==> src/via_pkg.sv <==
// shared types, register codes and mode codes of the interface adapter
package via_pkg;

    // item kinds carried on the input tuser
    localparam logic [1:0] ACT_TICK  = 2'd0;
    localparam logic [1:0] ACT_READ  = 2'd1;
    localparam logic [1:0] ACT_WRITE = 2'd2;

    // register select codes
    localparam logic [3:0] REG_ORB   = 4'h0;
    localparam logic [3:0] REG_ORA   = 4'h1;
    localparam logic [3:0] REG_DDRB  = 4'h2;
    localparam logic [3:0] REG_DDRA  = 4'h3;
    localparam logic [3:0] REG_T1CL  = 4'h4;
    localparam logic [3:0] REG_T1CH  = 4'h5;
    localparam logic [3:0] REG_T1LL  = 4'h6;
    localparam logic [3:0] REG_T1LH  = 4'h7;
    localparam logic [3:0] REG_T2CL  = 4'h8;
    localparam logic [3:0] REG_T2CH  = 4'h9;
    localparam logic [3:0] REG_SR    = 4'hA;
    localparam logic [3:0] REG_ACR   = 4'hB;
    localparam logic [3:0] REG_PCR   = 4'hC;
    localparam logic [3:0] REG_IFR   = 4'hD;
    localparam logic [3:0] REG_IER   = 4'hE;
    localparam logic [3:0] REG_ORA_NH = 4'hF;

    // interrupt flag bit positions
    localparam int unsigned FLG_SR = 2;
    localparam int unsigned FLG_T2 = 5;
    localparam int unsigned FLG_T1 = 6;

    // acr bit positions
    localparam int unsigned ACR_T2_PULSE = 5;
    localparam int unsigned ACR_T1_FREE  = 6;
    localparam int unsigned ACR_T1_PB7   = 7;

    // acr shift modes (bits 4:2)
    localparam logic [2:0] SR_IN_T2   = 3'b001;
    localparam logic [2:0] SR_IN_SYS  = 3'b010;
    localparam logic [2:0] SR_FREE_T2 = 3'b100;
    localparam logic [2:0] SR_OUT_T2  = 3'b101;
    localparam logic [2:0] SR_OUT_SYS = 3'b110;

    // pcr control line modes (ca2 in bits 3:1, cb2 in bits 7:5)
    localparam logic [2:0] C2_HANDSHAKE = 3'b100;
    localparam logic [2:0] C2_PULSE     = 3'b101;
    localparam logic [2:0] C2_LOW       = 3'b110;

    // port b bits 4:3 value that puts the external byte on port a reads
    localparam logic [1:0] PB_SEL_EXT = 2'b01;

    localparam logic [3:0] SR_BITS_IDLE = 4'd8;

    typedef struct packed {
        logic [7:0] port_a_external;
        logic       compare_in;
        logic [7:0] write_data;
        logic [3:0] reg_index;
        logic [1:0] action;
    } t_via_item;

    typedef struct packed {
        logic       cb2_shift;
        logic       cb2_handshake;
        logic       ca2_level;
        logic       pb7_timer;
        logic [7:0] port_b_out;
        logic [7:0] port_a_out;
        logic       irq;
        logic [7:0] read_data;
    } t_via_result;

endpackage

==> src/via_core.sv <==
// register file, timers, shifter and interrupt logic updated once per word
module via_core (
    input  logic                 i_clk,
    input  logic                 i_rst_n,
    input  logic                 i_step,
    input  via_pkg::t_via_item   i_item,
    output via_pkg::t_via_result o_result
);

    logic [7:0]  r_out_a, n_out_a, r_out_b, n_out_b;
    logic [7:0]  r_dir_a, n_dir_a, r_dir_b, n_dir_b;
    logic        r_t1_running, n_t1_running, r_t1_armed, n_t1_armed;
    logic [15:0] r_t1_count, n_t1_count;
    logic [7:0]  r_t1_latch_lo, n_t1_latch_lo, r_t1_latch_hi, n_t1_latch_hi;
    logic        r_t1_pb7, n_t1_pb7;
    logic        r_t2_running, n_t2_running, r_t2_armed, n_t2_armed;
    logic [15:0] r_t2_count, n_t2_count;
    logic [7:0]  r_t2_latch_lo, n_t2_latch_lo;
    logic [7:0]  r_shift_reg, n_shift_reg;
    logic [3:0]  r_shift_done, n_shift_done;
    logic [7:0]  r_shift_div, n_shift_div;
    logic        r_shift_phase, n_shift_phase;
    logic [7:0]  r_acr, n_acr, r_pcr, n_pcr;
    logic [7:0]  r_ifr, n_ifr;
    logic [6:0]  r_ier, n_ier;
    logic        r_ca2, n_ca2, r_cb2_hand, n_cb2_hand, r_cb2_shift, n_cb2_shift;
    logic [7:0]  read_data;

    always_comb begin
        logic       t2_pace;
        logic [6:0] flags;
        n_out_a = r_out_a;             n_out_b = r_out_b;
        n_dir_a = r_dir_a;             n_dir_b = r_dir_b;
        n_t1_running = r_t1_running;   n_t1_armed = r_t1_armed;
        n_t1_count = r_t1_count;       n_t1_pb7 = r_t1_pb7;
        n_t1_latch_lo = r_t1_latch_lo; n_t1_latch_hi = r_t1_latch_hi;
        n_t2_running = r_t2_running;   n_t2_armed = r_t2_armed;
        n_t2_count = r_t2_count;       n_t2_latch_lo = r_t2_latch_lo;
        n_shift_reg = r_shift_reg;     n_shift_done = r_shift_done;
        n_shift_div = r_shift_div;     n_shift_phase = r_shift_phase;
        n_acr = r_acr;                 n_pcr = r_pcr;
        n_ier = r_ier;
        n_ca2 = r_ca2;                 n_cb2_hand = r_cb2_hand;
        n_cb2_shift = r_cb2_shift;
        flags = r_ifr[6:0];
        t2_pace = 1'b0;
        read_data = 8'h00;

        unique case (i_item.action)
            via_pkg::ACT_TICK: begin
                // timer 1
                if (r_t1_running) begin
                    n_t1_count = r_t1_count - 16'd1;
                    if (r_t1_count == 16'd0) begin
                        if (r_acr[via_pkg::ACR_T1_FREE]) begin
                            flags[via_pkg::FLG_T1] = 1'b1;
                            n_t1_pb7 = ~r_t1_pb7;
                            n_t1_count = {r_t1_latch_hi, r_t1_latch_lo};
                        end else if (r_t1_armed) begin
                            flags[via_pkg::FLG_T1] = 1'b1;
                            n_t1_pb7 = 1'b1;
                            n_t1_armed = 1'b0;
                        end
                    end
                end
                // timer 2, held while pulse counting is selected
                if (r_t2_running && !r_acr[via_pkg::ACR_T2_PULSE]) begin
                    n_t2_count = r_t2_count - 16'd1;
                    if (r_t2_count == 16'd0 && r_t2_armed) begin
                        flags[via_pkg::FLG_T2] = 1'b1;
                        n_t2_armed = 1'b0;
                    end
                end
                // shift clock divider
                n_shift_div = r_shift_div - 8'd1;
                if (r_shift_div == 8'd0) begin
                    n_shift_div = r_t2_latch_lo;
                    t2_pace = r_shift_phase;
                    n_shift_phase = ~r_shift_phase;
                end
                // shifter
                if (r_shift_done < via_pkg::SR_BITS_IDLE) begin
                    case (r_acr[4:2])
                        via_pkg::SR_IN_T2: begin
                            if (t2_pace) begin
                                n_shift_reg = {r_shift_reg[6:0], 1'b0};
                                n_shift_done = r_shift_done + 4'd1;
                            end
                        end
                        via_pkg::SR_IN_SYS: begin
                            n_shift_reg = {r_shift_reg[6:0], 1'b0};
                            n_shift_done = r_shift_done + 4'd1;
                        end
                        via_pkg::SR_FREE_T2: begin
                            if (t2_pace) begin
                                n_cb2_shift = r_shift_reg[7];
                                n_shift_reg = {r_shift_reg[6:0], r_shift_reg[7]};
                            end
                        end
                        via_pkg::SR_OUT_T2: begin
                            if (t2_pace) begin
                                n_cb2_shift = r_shift_reg[7];
                                n_shift_reg = {r_shift_reg[6:0], r_shift_reg[7]};
                                n_shift_done = r_shift_done + 4'd1;
                            end
                        end
                        via_pkg::SR_OUT_SYS: begin
                            n_cb2_shift = r_shift_reg[7];
                            n_shift_reg = {r_shift_reg[6:0], r_shift_reg[7]};
                            n_shift_done = r_shift_done + 4'd1;
                        end
                        default: ;
                    endcase
                    if (n_shift_done == via_pkg::SR_BITS_IDLE) begin
                        flags[via_pkg::FLG_SR] = 1'b1;
                    end
                end
                // pulse modes release the line on every tick
                if (r_pcr[3:1] == via_pkg::C2_PULSE) begin
                    n_ca2 = 1'b1;
                end
                if (r_pcr[7:5] == via_pkg::C2_PULSE) begin
                    n_cb2_hand = 1'b1;
                end
            end
            via_pkg::ACT_READ: begin
                unique case (i_item.reg_index) inside
                    via_pkg::REG_ORB: begin
                        if (r_acr[via_pkg::ACR_T1_PB7]) begin
                            read_data = {r_t1_pb7, r_out_b[6], i_item.compare_in,
                                         r_out_b[4:0]};
                        end else begin
                            read_data = {r_out_b[7:6], i_item.compare_in, r_out_b[4:0]};
                        end
                    end
                    via_pkg::REG_ORA, via_pkg::REG_ORA_NH: begin
                        if (i_item.reg_index == via_pkg::REG_ORA &&
                            r_pcr[3:1] == via_pkg::C2_HANDSHAKE) begin
                            n_ca2 = 1'b0;
                        end
                        read_data = (r_out_b[4:3] == via_pkg::PB_SEL_EXT) ?
                                    i_item.port_a_external : r_out_a;
                    end
                    via_pkg::REG_DDRB: read_data = r_dir_b;
                    via_pkg::REG_DDRA: read_data = r_dir_a;
                    via_pkg::REG_T1CL: begin
                        read_data = r_t1_count[7:0];
                        flags[via_pkg::FLG_T1] = 1'b0;
                        n_t1_running = 1'b0;
                        n_t1_armed = 1'b0;
                        n_t1_pb7 = 1'b1;
                    end
                    via_pkg::REG_T1CH: read_data = r_t1_count[15:8];
                    via_pkg::REG_T1LL: read_data = r_t1_latch_lo;
                    via_pkg::REG_T1LH: read_data = r_t1_latch_hi;
                    via_pkg::REG_T2CL: begin
                        read_data = r_t2_count[7:0];
                        flags[via_pkg::FLG_T2] = 1'b0;
                        n_t2_running = 1'b0;
                        n_t2_armed = 1'b0;
                    end
                    via_pkg::REG_T2CH: read_data = r_t2_count[15:8];
                    via_pkg::REG_SR: begin
                        read_data = r_shift_reg;
                        flags[via_pkg::FLG_SR] = 1'b0;
                        n_shift_done = 4'd0;
                        n_shift_phase = 1'b1;
                    end
                    via_pkg::REG_ACR: read_data = r_acr;
                    via_pkg::REG_PCR: read_data = r_pcr;
                    via_pkg::REG_IFR: read_data = r_ifr;
                    default: read_data = {1'b1, r_ier};
                endcase
            end
            via_pkg::ACT_WRITE: begin
                unique case (i_item.reg_index) inside
                    via_pkg::REG_ORB: begin
                        n_out_b = i_item.write_data;
                        if (r_pcr[7:5] == via_pkg::C2_HANDSHAKE) begin
                            n_cb2_hand = 1'b0;
                        end
                    end
                    via_pkg::REG_ORA, via_pkg::REG_ORA_NH: begin
                        if (i_item.reg_index == via_pkg::REG_ORA &&
                            r_pcr[3:1] == via_pkg::C2_HANDSHAKE) begin
                            n_ca2 = 1'b0;
                        end
                        n_out_a = i_item.write_data;
                    end
                    via_pkg::REG_DDRB: n_dir_b = i_item.write_data;
                    via_pkg::REG_DDRA: n_dir_a = i_item.write_data;
                    via_pkg::REG_T1CL, via_pkg::REG_T1LL: n_t1_latch_lo = i_item.write_data;
                    via_pkg::REG_T1CH: begin
                        n_t1_latch_hi = i_item.write_data;
                        n_t1_count = {i_item.write_data, r_t1_latch_lo};
                        flags[via_pkg::FLG_T1] = 1'b0;
                        n_t1_running = 1'b1;
                        n_t1_armed = 1'b1;
                        n_t1_pb7 = 1'b0;
                    end
                    via_pkg::REG_T1LH: n_t1_latch_hi = i_item.write_data;
                    via_pkg::REG_T2CL: n_t2_latch_lo = i_item.write_data;
                    via_pkg::REG_T2CH: begin
                        n_t2_count = {i_item.write_data, r_t2_latch_lo};
                        flags[via_pkg::FLG_T2] = 1'b0;
                        n_t2_running = 1'b1;
                        n_t2_armed = 1'b1;
                    end
                    via_pkg::REG_SR: begin
                        n_shift_reg = i_item.write_data;
                        flags[via_pkg::FLG_SR] = 1'b0;
                        n_shift_done = 4'd0;
                        n_shift_phase = 1'b1;
                    end
                    via_pkg::REG_ACR: n_acr = i_item.write_data;
                    via_pkg::REG_PCR: begin
                        n_pcr = i_item.write_data;
                        n_ca2 = (i_item.write_data[3:1] != via_pkg::C2_LOW);
                        n_cb2_hand = (i_item.write_data[7:5] != via_pkg::C2_LOW);
                    end
                    via_pkg::REG_IFR: flags = flags & ~i_item.write_data[6:0];
                    default: begin
                        if (i_item.write_data[7]) begin
                            n_ier = r_ier | i_item.write_data[6:0];
                        end else begin
                            n_ier = r_ier & ~i_item.write_data[6:0];
                        end
                    end
                endcase
            end
            default: ;
        endcase

        // irq bit is always the or of enabled flags
        n_ifr = {|(flags & n_ier), flags};

        o_result.read_data     = read_data;
        o_result.irq           = n_ifr[7];
        o_result.port_a_out    = n_out_a;
        o_result.port_b_out    = n_out_b;
        o_result.pb7_timer     = n_t1_pb7;
        o_result.ca2_level     = n_ca2;
        o_result.cb2_handshake = n_cb2_hand;
        o_result.cb2_shift     = n_cb2_shift;
    end

    always_ff @(posedge i_clk) begin
        if (!i_rst_n) begin
            r_out_a <= 8'h00;        r_out_b <= 8'h00;
            r_dir_a <= 8'h00;        r_dir_b <= 8'h00;
            r_t1_running <= 1'b0;    r_t1_armed <= 1'b0;
            r_t1_count <= 16'h0000;  r_t1_pb7 <= 1'b1;
            r_t1_latch_lo <= 8'h00;  r_t1_latch_hi <= 8'h00;
            r_t2_running <= 1'b0;    r_t2_armed <= 1'b0;
            r_t2_count <= 16'h0000;  r_t2_latch_lo <= 8'h00;
            r_shift_reg <= 8'h00;    r_shift_done <= via_pkg::SR_BITS_IDLE;
            r_shift_div <= 8'h00;    r_shift_phase <= 1'b0;
            r_acr <= 8'h00;          r_pcr <= 8'h00;
            r_ifr <= 8'h00;          r_ier <= 7'h00;
            r_ca2 <= 1'b1;           r_cb2_hand <= 1'b1;
            r_cb2_shift <= 1'b0;
        end else if (i_step) begin
            r_out_a <= n_out_a;              r_out_b <= n_out_b;
            r_dir_a <= n_dir_a;              r_dir_b <= n_dir_b;
            r_t1_running <= n_t1_running;    r_t1_armed <= n_t1_armed;
            r_t1_count <= n_t1_count;        r_t1_pb7 <= n_t1_pb7;
            r_t1_latch_lo <= n_t1_latch_lo;  r_t1_latch_hi <= n_t1_latch_hi;
            r_t2_running <= n_t2_running;    r_t2_armed <= n_t2_armed;
            r_t2_count <= n_t2_count;        r_t2_latch_lo <= n_t2_latch_lo;
            r_shift_reg <= n_shift_reg;      r_shift_done <= n_shift_done;
            r_shift_div <= n_shift_div;      r_shift_phase <= n_shift_phase;
            r_acr <= n_acr;                  r_pcr <= n_pcr;
            r_ifr <= n_ifr;                  r_ier <= n_ier;
            r_ca2 <= n_ca2;                  r_cb2_hand <= n_cb2_hand;
            r_cb2_shift <= n_cb2_shift;
        end
    end

    // irq summary bit tracks enabled flags
    a_irq_summary: assert property (@(posedge i_clk) disable iff (!i_rst_n)
        r_ifr[7] == |(r_ifr[6:0] & r_ier))
        else $error("irq summary bit out of step with flags");

    // bit counter never passes idle
    a_shift_count: assert property (@(posedge i_clk) disable iff (!i_rst_n)
        r_shift_done <= via_pkg::SR_BITS_IDLE)
        else $error("shift bit count beyond eight");

    // a timer can only be armed while it runs
    a_t1_armed: assert property (@(posedge i_clk) disable iff (!i_rst_n)
        r_t1_armed |-> r_t1_running)
        else $error("timer 1 armed while stopped");

    a_t2_armed: assert property (@(posedge i_clk) disable iff (!i_rst_n)
        r_t2_armed |-> r_t2_running)
        else $error("timer 2 armed while stopped");

    // the timer counts hold while no word steps the core
    a_hold: assert property (@(posedge i_clk) disable iff (!i_rst_n)
        !i_step |=> $stable(r_t1_count) && $stable(r_t2_count))
        else $error("timer count moved without a word");

endmodule

==> src/versatile_interface_adapter.sv <==
// top level of the interface adapter: stream ports, input and result registers
//
// 6522-style interface adapter driven by a stream of words. Each input word
// is one clock tick, one register read or one register write, chosen by
// tuser; every word returns exactly one result word holding the read byte
// (zero for ticks and writes) and the port, irq, pb7, ca2 and cb2 levels as
// they stand after the word. A word is held in the input register, is worked
// by the core in a single pass and lands in the result register, so one
// word is taken every cycle as long as the result side keeps taking words.
// The result register parts the two sides: a new word is taken while a
// finished result still waits. Reset is synchronous and active low; after
// reset t1 pb7, ca2 and cb2 handshake sit high and the shifter is idle.
module versatile_interface_adapter (
    input  logic        i_clk,
    input  logic        i_rst_n,
    input  logic        s_axis_tvalid,
    output logic        s_axis_tready,
    // reg_index[3:0], write_data[11:4], compare_in[12], port_a_external[20:13]
    input  logic [23:0] s_axis_tdata,
    // action[1:0]
    input  logic [1:0]  s_axis_tuser,
    output logic        m_axis_tvalid,
    input  logic        m_axis_tready,
    // read_data[7:0], irq[8], port_a_out[16:9], port_b_out[24:17],
    // pb7_timer[25], ca2_level[26], cb2_handshake[27], cb2_shift[28]
    output logic [31:0] m_axis_tdata
);

    logic                  r_in_valid;
    via_pkg::t_via_item    r_in_item;
    logic                  r_out_valid;
    via_pkg::t_via_result  r_out;
    via_pkg::t_via_result  core_result;
    logic                  advance;

    // the held word moves on when the result slot is free or being emptied
    assign advance       = r_in_valid && (!r_out_valid || m_axis_tready);
    assign s_axis_tready = !r_in_valid || advance;

    always_ff @(posedge i_clk) begin
        if (!i_rst_n) begin
            r_in_valid <= 1'b0;
        end else if (s_axis_tvalid && s_axis_tready) begin
            r_in_valid <= 1'b1;
        end else if (advance) begin
            r_in_valid <= 1'b0;
        end
    end

    // payload capture, no reset needed
    always_ff @(posedge i_clk) begin
        if (s_axis_tvalid && s_axis_tready) begin
            r_in_item.action          <= s_axis_tuser;
            r_in_item.reg_index       <= s_axis_tdata[3:0];
            r_in_item.write_data      <= s_axis_tdata[11:4];
            r_in_item.compare_in      <= s_axis_tdata[12];
            r_in_item.port_a_external <= s_axis_tdata[20:13];
        end
    end

    // state advances exactly once per word
    via_core u_core (
        .i_clk    (i_clk),
        .i_rst_n  (i_rst_n),
        .i_step   (advance),
        .i_item   (r_in_item),
        .o_result (core_result)
    );

    always_ff @(posedge i_clk) begin
        if (!i_rst_n) begin
            r_out_valid <= 1'b0;
        end else if (advance) begin
            r_out_valid <= 1'b1;
        end else if (m_axis_tready) begin
            r_out_valid <= 1'b0;
        end
    end

    always_ff @(posedge i_clk) begin
        if (advance) begin
            r_out <= core_result;
        end
    end

    assign m_axis_tvalid = r_out_valid;
    assign m_axis_tdata  = {3'b000, r_out};

endmodule
==> config.mk <==
export PLATFORM = sky130hd
export DESIGN_NAME = versatile_interface_adapter
export DESIGN_NICKNAME = d
export VERILOG_FILES = /design/src/via_pkg.sv /design/src/via_core.sv /design/src/versatile_interface_adapter.sv
export SDC_FILE = /design/constraint.sdc
export NUM_CORES = 1
export LEC_CHECK = 0
export BUFFER_PORTS_ARGS = -buffer_cell sky130_fd_sc_hd__buf_4
export CORE_MARGIN = 1
export CORE_UTILIZATION = 45
export CTS_CLUSTER_DIAMETER = 200
export CTS_CLUSTER_SIZE = 8
export DETAILED_ROUTE_END_ITERATION = 10
export SYNTH_ARGS = -nofsm -noshare
export SYNTH_HDL_FRONTEND = slang
export SYNTH_SLANG_ARGS = --single-unit
==> constraint.sdc <==
create_clock -name i_clk -period 2.53 [get_ports i_clk]
set_clock_uncertainty 0.05 [all_clocks]
set_input_delay 0.253 -clock i_clk [delete_from_list [all_inputs] [get_ports i_clk]]
set_output_delay 0.253 -clock i_clk [all_outputs]
set_load 0.03 [all_outputs]
==> impl_metrics.json <==
{
  "status": "completed",
  "finalPower_mw": 8.12,
  "hpwl_mm": 25.6,
  "port_buffers": 57,
  "design.core.area_um2": 22700,
  "drtIter0Drc": 865,
  "ir_drop_mv": 0.541,
  "worstReg2RegStart": "u_core.r_t1_count[0]$_SDFFE_PN0P_",
  "crit_type": "reg2reg",
  "start_util": 0.461,
  "synth-edff-count": 52,
  "max_slew_margin": 0.557,
  "powerDensity_nw_per_um2": 629,
  "synth-xor-area-share": 0.00586,
  "routedWlPerCell_um": 22.6,
  "grt_max_degree": 52,
  "synthMuxAreaShare": 0.110,
  "synth_seq_area_share": 0.436,
  "ioPinCount": 64,
  "min-delay-start": "i_rst_n",
  "antenna_found_initial": 0,
  "grt_pass1_vias": 9442,
  "cts.sinks": 202,
  "root_buffer": "clkbuf_16",
  "via_per_inst": 6.19,
  "overflow": 0,
  "p_leak_nw": 5.03,
  "async_flop_share": 0,
  "die-area_um2": 23900,
  "antenna_cells": 0,
  "cts_max_path_buffers": 3,
  "fin_area_um2": 12900,
  "clk_pin_slew_ns": 0.05,
  "yosysWarnings": 0,
  "syn2layout_area_growth_pct": 23.3,
  "setup_viol": 0,
  "clock.fmax_mhz": 412,
  "drive_above_1_share": 0.198,
  "drv_cap": 0,
  "synth_top_family_by_area": "simple AND/OR/NAND/NOR gates",
  "core.rowCount": 55,
  "placed_area_um2": 11800,
  "worstPathMaxFanout": 5,
  "n_fill_cell": 2126,
  "cp-start-kind": "flop",
  "worstPathArrival_ns": 2.76,
  "synth_area_per_cell_um2": 8.86,
  "rsz0062_at_grt": "no",
  "ys_ff_latch": 202,
  "post-route-drc-count": 0,
  "first_pass_iters": 7,
  "largest_register_ffs": 29,
  "cts_buffers": 29,
  "synthAdderAreaFrac": 0.0108,
  "grt_pass1_wl_mm": 56.3,
  "timing.final.crit_share": 0.958,
  "syn_area_um2": 10500,
  "worst_hold_path_type": "in2reg",
  "required_ns": 2.87,
  "yosys.area_share.simple": 0.203,
  "synth.distinct_cells": 89,
  "ant_nets": 0,
  "die_height_um": 154,
  "track_usage": 0.308,
  "vias": 10000,
  "finalWirelength_mm": 36.7,
  "fin_crit_ns": 2.42,
  "worstMarginPinSlew_ns": 0.665,
  "final_max_slew_viol_count": 0,
  "cp-end-kind": "flop",
  "syn_inst": 1181,
  "crit_path_start": "u_core.r_t1_count[0]$_SDFFE_PN0P_",
  "clock_latency_ns": 0.54,
  "cts_tree": "yes",
  "finalHoldViolCount": 0,
  "place_congestion": 0.989,
  "synth_compound_area_frac": 0.189,
  "nets": 1363,
  "synth_flop_cell": "dfxtp_1",
  "chipWidth_um": 154,
  "h-tree-depth": 1
}
## cell families (layout without fill, tap and decap cells)
logic type,Yosys count,count (layout)
compound gates,308,308
xor+xnor,7,7
fa+ha+maj,9,9
buf+inv,117,270
flops,202,202
mux,110,110
other cells,1,3
simple gates,427,427
## where the power goes
group          switching (mW)  total, mW  leakage, nW  internal, mW
combinational           0.705       1.16         2.93         0.452
sequential             0.0831       3.49         1.72          3.41
clock                    1.40       3.47        0.377          2.07
total                    2.19       8.12         5.03          5.93
## per-stage QoR
stage / TNS (ns) / std cells / utilization / hold slack, ns / worst slack (ns)
5_1_grt: 0 / 1621 / 0.568 / 0.196 / 0.00318
4_1_cts: 0 / 1620 / 0.566 / 0.177 / 0.0381
6_report: 0 / 1621 / 0.568 / 0.200 / 0.105
3_3_place_gp: -0.0238 / 1550 / 0.520 / 0.381 / -0.0238
2_1_floorplan: 0 / 1183 / - / 0.302 / 0.132
3_5_place_dp: 0 / 1550 / 0.520 / 0.382 / 0.0206
## final cells by class
cell class | instances | area (um^2) | area share
inverter | 27 | 103 | 0.00795
timing repair buffer | 200 | 1600 | 0.124
clock inverter | 1 | 8.76 | 0.000679
sequential | 202 | 4560 | 0.354
multi-input combinational | 864 | 5490 | 0.426
tap | 285 | 357 | 0.0276
clock buffer | 42 | 774 | 0.0600
## final timing paths
check	cells after the start	slack (ns)	to
setup / recovery	9	0.11	m_axis_tdata[25]$_DFFE_PP_
hold / removal	3	0.20	u_core.r_ca2$_SDFFE_PN1P_
hold reg to reg	2	0.40	u_core.r_shift_div[1]$_SDFFE_PN0P_
setup reg to reg	9	0.11	m_axis_tdata[25]$_DFFE_PP_
## Yosys cell counts (10+ instances only)
cell        n  share of area
a21oi_1    82          0.039
a22oi_1    16          0.011
a311oi_1   13          0.011
a31oi_1    32          0.019
buf_1      10         0.0036
buf_2      13         0.0062
clkbuf_1   62          0.022
dfxtp_1   150           0.29
edfxtp_1   52           0.15
inv_1      25         0.0090
mux2_2     19          0.020
mux2i_1    89          0.085
nand2_1   112          0.040
nand2b_1   14         0.0084
nand3_1    29          0.014
nor2_1    143          0.051
nor2b_1    14         0.0084
nor3_1     26          0.012
nor3b_1    15          0.011
o211ai_1   10         0.0072
o21ai_0    68          0.033
o22ai_1    15         0.0090
## per-layer routing
layer,track usage,routed length [um],vias to the layer above
met1,0.423,15900,4854
li1,-,-,4599
met5,0,0,-
met4,0.109,1310,0
met3,0.0672,3200,93
met2,0.477,16300,492
## worst max-delay path, cell delays in order (launching register included)
cell	delay, ns
dfxtp_1	0.31
inv_1	0.09
ha_2	0.23
or3b_2	0.52
nor4_4	0.15
buf_4	0.20
and2_1	0.18
a21oi_1	0.09
a311oi_2	0.26
a2bb2oi_1	0.18
## timing repair
action / 4_1_cts / 5_1_grt
endpoints found under the setup margin: 1 / 32
hold buffers: 25 / 0
buffers inserted: 2 / 1
endpoints found under the hold margin: 25 / 0
pin swaps: 1 / 1
resized for setup: 0 / 9
## cells in the final DEF, fill, tap and decap left out, types with 6 or more instances in the layout
master         count
or3_1              6
o22ai_1           15
ha_1               6
dfxtp_1          150
mux2i_1           89
dlygate4sd3_1     25
nand3_1           29
nand4_1            9
nor3b_1           13
a211oi_1           8
a22oi_1           16
edfxtp_1          52
nand2_1          112
and2_1             6
a31oi_1           32
mux2_2            19
o211ai_1          10
o221ai_1           6
inv_1             24
nor3_1            26
nor2b_1           14
buf_4            172
clkbuf_1          13
a22o_1             6
clkbuf_16         29
nand3b_1           7
o21ai_0           68
nor2_1           143
a311oi_1          12
nand2b_1          14
a21oi_1           82
No activity file was read; power rests on OpenSTA's default activity.
